**src/assert_macros.svh**
```systemverilog
// Assertion macros for the RTL files.
// Included by files that carry concurrent checks; no other dependencies.
`ifndef ASSERT_MACROS_SVH
`define ASSERT_MACROS_SVH
`ifndef SYNTHESIS
// Property checked on every rising clock edge outside of reset.
`define ASSERT_CLK(label, clk, rstn, prop) \
    label: assert property (@(posedge clk) disable iff (!(rstn)) (prop)) \
        else $error("assertion failed: label");
// Property checked on every rising clock edge, reset included.
`define ASSERT_ALWAYS(label, clk, prop) \
    label: assert property (@(posedge clk) (prop)) \
        else $error("assertion failed: label");
`else
`define ASSERT_CLK(label, clk, rstn, prop)
`define ASSERT_ALWAYS(label, clk, prop)
`endif
`endif

```
**src/bpc_pkg.sv**
```systemverilog
// Shared types and constants of the button press classifier.
// No dependencies; imported by all modules of the block.
`default_nettype none
package bpc_pkg;

    localparam int TIMER_WIDTH = 16;
    localparam int CFG_WIDTH   = 16;
    localparam int CMP_W       = (TIMER_WIDTH > CFG_WIDTH) ? TIMER_WIDTH : CFG_WIDTH;

    localparam longint unsigned TIMER_MAX_L = (64'd1 << TIMER_WIDTH) - 64'd1;
    localparam longint unsigned PRESET_L    = (TIMER_MAX_L > 64'd8191) ? 64'd8191 : TIMER_MAX_L;

    localparam logic [TIMER_WIDTH-1:0] TIMER_MAX   = TIMER_MAX_L[TIMER_WIDTH-1:0];
    localparam logic [TIMER_WIDTH-1:0] IDLE_PRESET = PRESET_L[TIMER_WIDTH-1:0];

    localparam int PADDR_W = 5;
    localparam int PDATA_W = 32;

    typedef enum logic [2:0] {
        REG_TICK_INTERVAL = 3'd0,
        REG_IDLE_TIMEOUT  = 3'd1,
        REG_REPORT_DELAY  = 3'd2,
        REG_MIN_PRESS     = 3'd3,
        REG_SHORT_HOLD    = 3'd4,
        REG_LONG_HOLD     = 3'd5,
        REG_TIMER_LIMIT   = 3'd6,
        REG_ENABLE_MASK   = 3'd7
    } reg_index_t;

    localparam logic [CFG_WIDTH-1:0] RST_TICK_INTERVAL = 16'd20;
    localparam logic [CFG_WIDTH-1:0] RST_IDLE_TIMEOUT  = 16'd2000;
    localparam logic [CFG_WIDTH-1:0] RST_REPORT_DELAY  = 16'd300;
    localparam logic [CFG_WIDTH-1:0] RST_MIN_PRESS     = 16'd20;
    localparam logic [CFG_WIDTH-1:0] RST_SHORT_HOLD    = 16'd2000;
    localparam logic [CFG_WIDTH-1:0] RST_LONG_HOLD     = 16'd5000;
    localparam logic [CFG_WIDTH-1:0] RST_TIMER_LIMIT   = 16'd8192;
    localparam logic [3:0]           RST_ENABLE_MASK   = 4'hF;

    // enable_mask bit positions
    localparam int EN_SINGLE_BIT = 0;
    localparam int EN_MULTI_BIT  = 1;
    localparam int EN_SHORT_BIT  = 2;
    localparam int EN_LONG_BIT   = 3;

    typedef enum logic [3:0] {
        EV_UNDEF  = 4'd0,
        EV_IDLE   = 4'd1,
        EV_BUSY   = 4'd2,
        EV_ERROR  = 4'd3,
        EV_SINGLE = 4'd4,
        EV_DOUBLE = 4'd5,
        EV_TRIPLE = 4'd6,
        EV_SHORT  = 4'd7,
        EV_LONG   = 4'd8
    } event_t;

    typedef struct packed {
        logic [CFG_WIDTH-1:0] tick_interval;
        logic [CFG_WIDTH-1:0] idle_timeout;
        logic [CFG_WIDTH-1:0] report_delay;
        logic [CFG_WIDTH-1:0] min_press_time;
        logic [CFG_WIDTH-1:0] short_hold_time;
        logic [CFG_WIDTH-1:0] long_hold_time;
        logic [CFG_WIDTH-1:0] timer_limit;
        logic [3:0]           enable_mask;
    } cfg_t;

    typedef struct packed {
        logic out_valid;
        logic skid_valid;
    } obuf_status_t;

endpackage
`default_nettype wire

```
**src/button_press_classifier_unit.sv**
```systemverilog
// Top level of the button press classifier: APB registers, core, result buffer.
// Depends on bpc_pkg, bpc_regs, bpc_core, bpc_obuf and assert_macros.svh.
//
// One input beat (button sample plus tick flag) yields exactly one event code
// beat. Each beat is classified in the cycle it is accepted and its result is
// registered, so the block takes one beat per clock; the only stall comes from
// the two-entry result buffer filling when m_ready is held low. m_valid is
// high in the cycle after an input is accepted. Configure only while no beats
// are in flight; pready is always high and reads return the register contents.
`default_nettype none
`include "assert_macros.svh"
module button_press_classifier_unit
    import bpc_pkg::*;
(
    input  wire logic               aclk,
    input  wire logic               aresetn,
    input  wire logic               psel,
    input  wire logic               penable,
    input  wire logic               pwrite,
    input  wire logic [PADDR_W-1:0] paddr,
    input  wire logic [PDATA_W-1:0] pwdata,
    output logic      [PDATA_W-1:0] prdata,
    output logic                    pready,
    input  wire logic               s_valid,
    output logic                    s_ready,
    input  wire logic               s_button_level,
    input  wire logic               s_tick_due,
    output logic                    m_valid,
    input  wire logic               m_ready,
    output logic      [3:0]         m_event_code
);

    cfg_t         cfg;
    event_t       core_event;
    logic         accept;
    logic         can_push;
    obuf_status_t obuf_status;

    assign s_ready = can_push;
    assign accept  = s_valid && s_ready;

    bpc_regs u_regs (
        .aclk    (aclk),
        .aresetn (aresetn),
        .psel    (psel),
        .penable (penable),
        .pwrite  (pwrite),
        .paddr   (paddr),
        .pwdata  (pwdata),
        .prdata  (prdata),
        .pready  (pready),
        .cfg     (cfg)
    );

    bpc_core u_core (
        .aclk         (aclk),
        .aresetn      (aresetn),
        .cfg          (cfg),
        .accept       (accept),
        .button_level (s_button_level),
        .tick_due     (s_tick_due),
        .event_out    (core_event)
    );

    bpc_obuf u_obuf (
        .aclk         (aclk),
        .aresetn      (aresetn),
        .push         (accept),
        .push_event   (core_event),
        .can_push     (can_push),
        .m_valid      (m_valid),
        .m_ready      (m_ready),
        .m_event_code (m_event_code),
        .status       (obuf_status)
    );

    `ASSERT_ALWAYS(a_skid_needs_out, aclk, obuf_status.skid_valid |-> obuf_status.out_valid)
    `ASSERT_CLK(a_stall_only_when_full, aclk, aresetn, !s_ready |-> m_valid && !m_ready || m_valid)
    `ASSERT_CLK(a_accept_gives_result, aclk, aresetn, accept |=> m_valid)
    `ASSERT_CLK(a_code_in_range, aclk, aresetn, m_valid |-> (m_event_code <= EV_LONG))

endmodule
`default_nettype wire

```
**src/bpc_regs.sv**
```systemverilog
// APB configuration registers of the button press classifier.
// Depends on bpc_pkg.
`default_nettype none
module bpc_regs
    import bpc_pkg::*;
(
    input  wire logic               aclk,
    input  wire logic               aresetn,
    input  wire logic               psel,
    input  wire logic               penable,
    input  wire logic               pwrite,
    input  wire logic [PADDR_W-1:0] paddr,
    input  wire logic [PDATA_W-1:0] pwdata,
    output logic      [PDATA_W-1:0] prdata,
    output logic                    pready,
    output cfg_t                    cfg
);

    cfg_t       cfg_reg;
    reg_index_t idx;
    logic       wr_en;

    assign idx    = reg_index_t'(paddr[PADDR_W-1:2]);
    assign wr_en  = psel && penable && pwrite;
    assign pready = 1'b1;
    assign cfg    = cfg_reg;

    always_ff @(posedge aclk) begin
        if (!aresetn) begin
            cfg_reg.tick_interval   <= RST_TICK_INTERVAL;
            cfg_reg.idle_timeout    <= RST_IDLE_TIMEOUT;
            cfg_reg.report_delay    <= RST_REPORT_DELAY;
            cfg_reg.min_press_time  <= RST_MIN_PRESS;
            cfg_reg.short_hold_time <= RST_SHORT_HOLD;
            cfg_reg.long_hold_time  <= RST_LONG_HOLD;
            cfg_reg.timer_limit     <= RST_TIMER_LIMIT;
            cfg_reg.enable_mask     <= RST_ENABLE_MASK;
        end else if (wr_en) begin
            case (idx)
                REG_TICK_INTERVAL: cfg_reg.tick_interval   <= pwdata[CFG_WIDTH-1:0];
                REG_IDLE_TIMEOUT:  cfg_reg.idle_timeout    <= pwdata[CFG_WIDTH-1:0];
                REG_REPORT_DELAY:  cfg_reg.report_delay    <= pwdata[CFG_WIDTH-1:0];
                REG_MIN_PRESS:     cfg_reg.min_press_time  <= pwdata[CFG_WIDTH-1:0];
                REG_SHORT_HOLD:    cfg_reg.short_hold_time <= pwdata[CFG_WIDTH-1:0];
                REG_LONG_HOLD:     cfg_reg.long_hold_time  <= pwdata[CFG_WIDTH-1:0];
                REG_TIMER_LIMIT:   cfg_reg.timer_limit     <= pwdata[CFG_WIDTH-1:0];
                REG_ENABLE_MASK:   cfg_reg.enable_mask     <= pwdata[3:0];
                default: ;
            endcase
        end
    end

    always_comb begin
        case (idx)
            REG_TICK_INTERVAL: prdata = PDATA_W'(cfg_reg.tick_interval);
            REG_IDLE_TIMEOUT:  prdata = PDATA_W'(cfg_reg.idle_timeout);
            REG_REPORT_DELAY:  prdata = PDATA_W'(cfg_reg.report_delay);
            REG_MIN_PRESS:     prdata = PDATA_W'(cfg_reg.min_press_time);
            REG_SHORT_HOLD:    prdata = PDATA_W'(cfg_reg.short_hold_time);
            REG_LONG_HOLD:     prdata = PDATA_W'(cfg_reg.long_hold_time);
            REG_TIMER_LIMIT:   prdata = PDATA_W'(cfg_reg.timer_limit);
            REG_ENABLE_MASK:   prdata = PDATA_W'(cfg_reg.enable_mask);
            default:           prdata = '0;
        endcase
    end

endmodule
`default_nettype wire

```
**src/bpc_core.sv**
```systemverilog
// Classifier state and next-state logic: timers, click count, hold tracking.
// Depends on bpc_pkg; state advances on every accepted input beat.
`default_nettype none
module bpc_core
    import bpc_pkg::*;
(
    input  wire logic aclk,
    input  wire logic aresetn,
    input  cfg_t      cfg,
    input  wire logic accept,
    input  wire logic button_level,
    input  wire logic tick_due,
    output event_t    event_out
);

    logic                   prev_level_reg, prev_level_next;
    event_t                 last_event_reg, last_event_next;
    logic [TIMER_WIDTH-1:0] pressed_reg, pressed_next;
    logic [TIMER_WIDTH-1:0] released_reg, released_next;
    logic [7:0]             click_reg, click_next;
    logic [1:0]             hold_reg, hold_next;

    logic [CMP_W-1:0]       lim;
    logic [CMP_W-1:0]       p_ext, r_ext, pt, rt;
    logic [CMP_W:0]         p_sum, r_sum;
    logic                   go_idle;
    logic                   valid_click;

    function automatic logic [CMP_W-1:0] ext_t(input logic [TIMER_WIDTH-1:0] v);
        ext_t = CMP_W'(v);
    endfunction

    function automatic logic [CMP_W-1:0] ext_c(input logic [CFG_WIDTH-1:0] v);
        ext_c = CMP_W'(v);
    endfunction

    // Saturation limit is the smaller of timer_limit and the timer's range.
    assign lim = (ext_c(cfg.timer_limit) < ext_t(TIMER_MAX)) ?
                 ext_c(cfg.timer_limit) : ext_t(TIMER_MAX);

    assign p_ext = ext_t(pressed_reg);
    assign r_ext = ext_t(released_reg);
    assign p_sum = {1'b0, p_ext} + {1'b0, ext_c(cfg.tick_interval)};
    assign r_sum = {1'b0, r_ext} + {1'b0, ext_c(cfg.tick_interval)};

    // Only the timer matching the current level advances.
    always_comb begin
        pt = p_ext;
        rt = r_ext;
        if (!button_level) begin
            pt = (p_sum > {1'b0, lim}) ? lim : p_sum[CMP_W-1:0];
        end else begin
            rt = (r_sum > {1'b0, lim}) ? lim : r_sum[CMP_W-1:0];
        end
    end

    assign valid_click = pt >= ext_c(cfg.min_press_time);

    always_comb begin
        prev_level_next = prev_level_reg;
        pressed_next    = pressed_reg;
        released_next   = released_reg;
        click_next      = click_reg;
        hold_next       = hold_reg;
        go_idle         = 1'b0;
        // A reported event lasts one beat.
        last_event_next = (last_event_reg >= EV_SINGLE) ? EV_IDLE : last_event_reg;

        if (tick_due) begin
            last_event_next = EV_BUSY;
            pressed_next    = TIMER_WIDTH'(pt);
            released_next   = TIMER_WIDTH'(rt);

            if (!prev_level_reg && button_level) begin
                // release
                released_next = '0;
                if (pt > ext_c(cfg.short_hold_time)) begin
                    go_idle = 1'b1;
                end
            end else if (prev_level_reg && !button_level) begin
                // press
                if (click_reg != 8'd0 && !cfg.enable_mask[EN_MULTI_BIT] && valid_click) begin
                    last_event_next = EV_SINGLE;
                    go_idle         = 1'b1;
                end
                if (valid_click && click_reg != 8'hFF) begin
                    click_next = click_reg + 8'd1;
                end
                pressed_next = '0;
            end else if (button_level) begin
                // steady released
                if (rt >= ext_c(cfg.report_delay) && valid_click) begin
                    if (click_reg == 8'd1 && cfg.enable_mask[EN_SINGLE_BIT]) begin
                        last_event_next = EV_SINGLE;
                    end else if (click_reg == 8'd2 && cfg.enable_mask[EN_MULTI_BIT]) begin
                        last_event_next = EV_DOUBLE;
                    end
                    if (click_reg == 8'd3 && cfg.enable_mask[EN_MULTI_BIT]) begin
                        last_event_next = EV_TRIPLE;
                    end
                    go_idle = 1'b1;
                end
                if (rt > ext_c(cfg.idle_timeout)) begin
                    last_event_next = EV_IDLE;
                    click_next      = '0;
                end
            end else begin
                // steady pressed
                if (pt >= lim) begin
                    last_event_next = EV_ERROR;
                end else begin
                    released_next = '0;
                    if (pt > ext_c(cfg.short_hold_time) &&
                        (cfg.enable_mask[EN_SHORT_BIT] || cfg.enable_mask[EN_LONG_BIT])) begin
                        if (pt > ext_c(cfg.long_hold_time) && cfg.enable_mask[EN_LONG_BIT]) begin
                            if (hold_reg == 2'd1) begin
                                hold_next       = 2'd2;
                                last_event_next = EV_LONG;
                            end
                        end else if (hold_reg == 2'd0) begin
                            hold_next       = 2'd1;
                            last_event_next = EV_SHORT;
                        end
                    end
                end
            end

            if (go_idle) begin
                released_next = IDLE_PRESET;
                pressed_next  = '0;
                hold_next     = '0;
            end
            prev_level_next = button_level;
        end
    end

    assign event_out = last_event_next;

    always_ff @(posedge aclk) begin
        if (!aresetn) begin
            prev_level_reg <= 1'b1;
            last_event_reg <= EV_UNDEF;
            pressed_reg    <= '0;
            released_reg   <= TIMER_MAX;
            click_reg      <= '0;
            hold_reg       <= '0;
        end else if (accept) begin
            prev_level_reg <= prev_level_next;
            last_event_reg <= last_event_next;
            pressed_reg    <= pressed_next;
            released_reg   <= released_next;
            click_reg      <= click_next;
            hold_reg       <= hold_next;
        end
    end

endmodule
`default_nettype wire

```
**src/bpc_obuf.sv**
```systemverilog
// Two-entry result buffer: output register plus skid register.
// Depends on bpc_pkg.
`default_nettype none
module bpc_obuf
    import bpc_pkg::*;
(
    input  wire logic   aclk,
    input  wire logic   aresetn,
    input  wire logic   push,
    input  event_t      push_event,
    output logic        can_push,
    output logic        m_valid,
    input  wire logic   m_ready,
    output logic [3:0]  m_event_code,
    output obuf_status_t status
);

    logic   out_valid_reg, skid_valid_reg;
    event_t out_reg, skid_reg;
    logic   pop;

    assign pop          = out_valid_reg && m_ready;
    assign can_push     = !skid_valid_reg;
    assign m_valid      = out_valid_reg;
    assign m_event_code = out_reg;
    assign status       = '{out_valid: out_valid_reg, skid_valid: skid_valid_reg};

    always_ff @(posedge aclk) begin
        if (!aresetn) begin
            out_valid_reg  <= 1'b0;
            skid_valid_reg <= 1'b0;
        end else if (pop) begin
            if (skid_valid_reg) begin
                out_valid_reg  <= 1'b1;
                skid_valid_reg <= 1'b0;
            end else begin
                out_valid_reg <= push;
            end
        end else if (push) begin
            if (out_valid_reg) begin
                skid_valid_reg <= 1'b1;
            end else begin
                out_valid_reg <= 1'b1;
            end
        end
    end

    always_ff @(posedge aclk) begin
        if (pop) begin
            if (skid_valid_reg) begin
                out_reg <= skid_reg;
            end else if (push) begin
                out_reg <= push_event;
            end
        end else if (push) begin
            if (out_valid_reg) begin
                skid_reg <= push_event;
            end else begin
                out_reg <= push_event;
            end
        end
    end

endmodule
`default_nettype wire
```
**config.mk**
```make
export PLATFORM = sky130hd
export DESIGN_NAME = button_press_classifier_unit
export DESIGN_NICKNAME = d
export VERILOG_FILES = /design/src/bpc_pkg.sv /design/src/button_press_classifier_unit.sv /design/src/bpc_regs.sv /design/src/bpc_core.sv /design/src/bpc_obuf.sv
export VERILOG_INCLUDE_DIRS = /design/src /design/src/src
export SDC_FILE = /design/constraint.sdc
export NUM_CORES = 1
export LEC_CHECK = 0
export BUFFER_PORTS_ARGS = -buffer_cell sky130_fd_sc_hd__buf_4
export CAP_MARGIN = 20
export CORE_ASPECT_RATIO = 0.6
export CORE_MARGIN = 1.5
export CORE_UTILIZATION = 55
export CTS_BUF_LIST = sky130_fd_sc_hd__clkbuf_8
export DETAILED_ROUTE_END_ITERATION = 12
export GPL_ROUTABILITY_DRIVEN = 1
export GPL_TIMING_DRIVEN = 0
export PLACE_DENSITY = 0.73
export SLEW_MARGIN = 20
export SYNTH_ARGS = -nofsm -noshare
export SYNTH_HDL_FRONTEND = slang
export SYNTH_SLANG_ARGS = --single-unit
```
**constraint.sdc**
```tcl
create_clock -name aclk -period 14.9 [get_ports aclk]
set_input_delay 2.98 -clock aclk [delete_from_list [all_inputs] [get_ports aclk]]
set_output_delay 2.98 -clock aclk [all_outputs]
set_load 0.02 [all_outputs]
```
==> reports/qor.txt <==
Sinks on Clock Net -> 173
Starting Density -> 55.78%
Met3 usage -> 18.53%
Die Wd -> 200.3 um
Int Pwr -> 0.7599 mW
YS warnings -> 0
Synthesized flop and latch total -> 173
Max VDD drop -> 0.00009365 V
R2R cell count -> 30
Delay of the slowest critical-path stage -> 0.78 ns
Cell Rows -> 43
Switching pwr -> 0.4681 mW
RSZ-0062 raised after global routing -> false
Cells after synthesis -> 1666
WS Path Type -> register to register
Critical Path RT -> 15.37 ns
Max reg flops -> 116
Worst hold start -> u_regs.cfg[18]
Vias per std cell -> 6.562
Setup Buffers After CTS -> 0
Cell variety after synth -> 82
Setup violators final -> 0
WP data arrival -> 9.32 ns
Max_cap viols -> 0
Largest net degree at the start of global routing -> 18
Cell taking the most area after synthesis -> dfxtp_1
Setup WS pre-CTS -> 6.085 ns
CP Capture Type -> register
Setup total negative slack -> 0 ns
Routed wire length per instance -> 25.82 um
First-pass GRT wire length -> 76.86 mm
Clock power frac -> 29.1%
Post-synth EDFFs -> 8
Nets@finish -> 1949
Static Leak -> 5.760 nW
Cell count of the worst hold path -> 2
Core Area -> 23030 um^2
Busiest grt layer -> met1
Final worst slack -> 6.044 ns
Initial DRC count -> 2109
Post-cts hold buffer count -> 0
Fraction of layout cells with a size suffix above 1 -> 7.526%
Io pins -> 85
CTS tree -> built
Clk buf depth -> 2
Placer Congestion -> 1.081
Post-synth top cells -> 287 x nand2_1, 178 x a21oi_1, 165 x dfxtp_1, 160 x ha_1, 118 x nor2_1
Period Utilization, post-route -> 59.44%
Syn avg cell area -> 7.710 um^2
Hold endpoint -> u_regs.cfg[18]
Switching share of power -> 38.12%
CTS root buf -> clkbuf_8
Fin. max-slew vios -> 0
Cell Area, Synth -> 12840 um^2
DP HPWL -> 42.57 mm
Residual DRC -> 0
FF-to-FF Start -> u_regs.cfg[104]
Die area -> 24310 um^2
Combinational share of power -> 31.3%
Area delta synth->final -> 9.127%
Initial antenna violation count -> 1
WP buf/inv -> 3
Main synth FF type -> dfxtp_1
CP delay by family, top -> compound AO/OA/AOI/OAI gates
Asr flop ratio synth -> 0%
Top cell type's share of synthesized area -> 25.72%
Antenna violation net count after detailed routing -> 0
Via count of the routed design -> 13600
Vias in the first global route -> 11740
Tmin final -> 8.856 ns
H-tree depth -> 4
Fin area -> 14020 um^2
Outcome -> finished, final reports clean
Tightest Pin Transition -> 1.155 ns
Fmax -> 112.9 MHz
Worst reg2reg endpoint -> u_core.p_ext[14]
Area post-placement -> 13610 um^2
Min-Delay Path Class -> register to register
Post-cts gate resize count -> 0
Seq/Total Area, Yosys -> 27.59%
CP max stage cell -> dfxtp_1
M1 GR Usage -> 64.67%
Worst-path clk slew -> 0.11 ns
Crit path max fanout -> 10
Top-count cell post-synth -> nand2_1
CP Launch Type -> register
GR Layer Usage met2 -> 55.45%
Fin. Hold Viols -> 0
Drt pass-1 iters -> 6
Skew final -> 0.02129 ns
Die H -> 121.4 um
Clk_lat worst skew -> 0.52 ns
Seq pwr share -> 39.7%
Port-buffer cells -> 41
R2R Setup Slk -> 6.04 ns
Ranking of synthesized cells by area -> dfxtp_1 26%, ha_1 16%, nand2_1 8.4%
Total gr overflow -> 0
Pwr/cell area -> 87.61 nW/um^2
Post-Route WL -> 53.50 mm
CTS Buf Count -> 17
GRT Overall Usage -> 43.73%
Worst slew margin -> 22.20%
-- cells in the final DEF, fill, tap and decap left out, types with 15 or more instances in the layout --
master	netlist	layout
clkbuf_1	68	68
o21a_1	15	15
xnor2_1	19	19
inv_1	111	111
nand2_1	287	287
nor2b_1	18	18
a21o_1	32	32
conb_1	2	17
nand3_1	28	28
mux2i_1	30	30
buf_4	18	59
nor2_1	118	118
o21ai_0	69	65
a211oi_1	21	21
o211ai_1	42	42
nor3_1	32	31
clkbuf_8	0	18
a21oi_1	178	178
ha_1	160	160
dfxtp_1	165	165
nand4_1	24	24
a22o_1	23	23
-- metrics by stage --
stage / hold WS, ns / power [mW] / util (%) / instances
floorplan: 0.4363 / 0.7436 / - / 1681
CTS: 0.4592 / 1.206 / 60.84 / 2069
global route: 0.4955 / 1.270 / 60.84 / 2069
global placement: 0.4421 / 0.8527 / 59.07 / 2037
finish: 0.4596 / 1.228 / 60.87 / 2072
detailed placement: 0.4463 / 0.8604 / 59.12 / 2037
-- worst max path at each step --
stage,from,endpoint,cells past startpoint
floorplan,paddr[3],prdata[1],6
global placement,s_button_level,u_core.p_ext[14],19
detailed placement,s_button_level,u_core.p_ext[9],19
CTS,u_regs.cfg[102],u_core.p_ext[15],31
global route,u_regs.cfg[102],u_core.p_ext[0],30
finish,u_regs.cfg[104],u_core.p_ext[14],30
-- power by group through the flow --
stage / Sequential [mW] / Clock [mW] / Combinational [mW]
finish: 0.487 / 0.357 / 0.384
global route: 0.488 / 0.373 / 0.410
CTS: 0.486 / 0.354 / 0.366
detailed placement: 0.497 / 0 / 0.364
global placement: 0.496 / 0 / 0.356
floorplan: 0.494 / 0 / 0.249
-- kinds of logic after synthesis --
logic type	count (synthesis)	share of synthesized area, %
adder cells (fa/ha/maj)	162	15.90
AO/OA/AOI/OAI	484	24.67
buffers and inverters	207	6.682
XOR/XNOR	27	1.841
multiplexers	39	3.331
AND/OR/NAND/NOR	572	19.93
other	2	0.05847
flip-flops	173	27.59
-- worst reg2reg max path: cells and delay by family, from the launching register on --
| family | cells | cell delay (ns) |
|---|---|---|
| XOR/XNOR | 1 | 0.13 |
| flip-flops | 1 | 0.78 |
| AO/OA/AOI/OAI | 17 | 4.53 |
| buffers and inverters | 3 | 0.85 |
| adder cells (fa/ha/maj) | 3 | 0.98 |
| AND/OR/NAND/NOR | 6 | 1.53 |
-- layer usage --
metal | vias up | routed length (um)
li1 | 6087 | -
met1 | 6329 | 22970
met2 | 1070 | 19310
met3 | 108 | 9627
met4 | 2 | 1557
met5 | - | 35
-- area by class of cell --
type | count | area [um^2]
Clock inverter | 14 | 147.6
Timing Repair Buffer | 41 | 307.8
Antenna cell | 3 | 7.507
Fill cell | 2145 | 9010
Inverter | 112 | 420.4
Clock buffer | 18 | 247.7
Multi-Input combinational cell | 1301 | 8511
Tap cell | 315 | 394.1
Buffer | 95 | 437.9
Sequential cell | 173 | 3543
No activity file was read; power rests on OpenSTA's default activity.
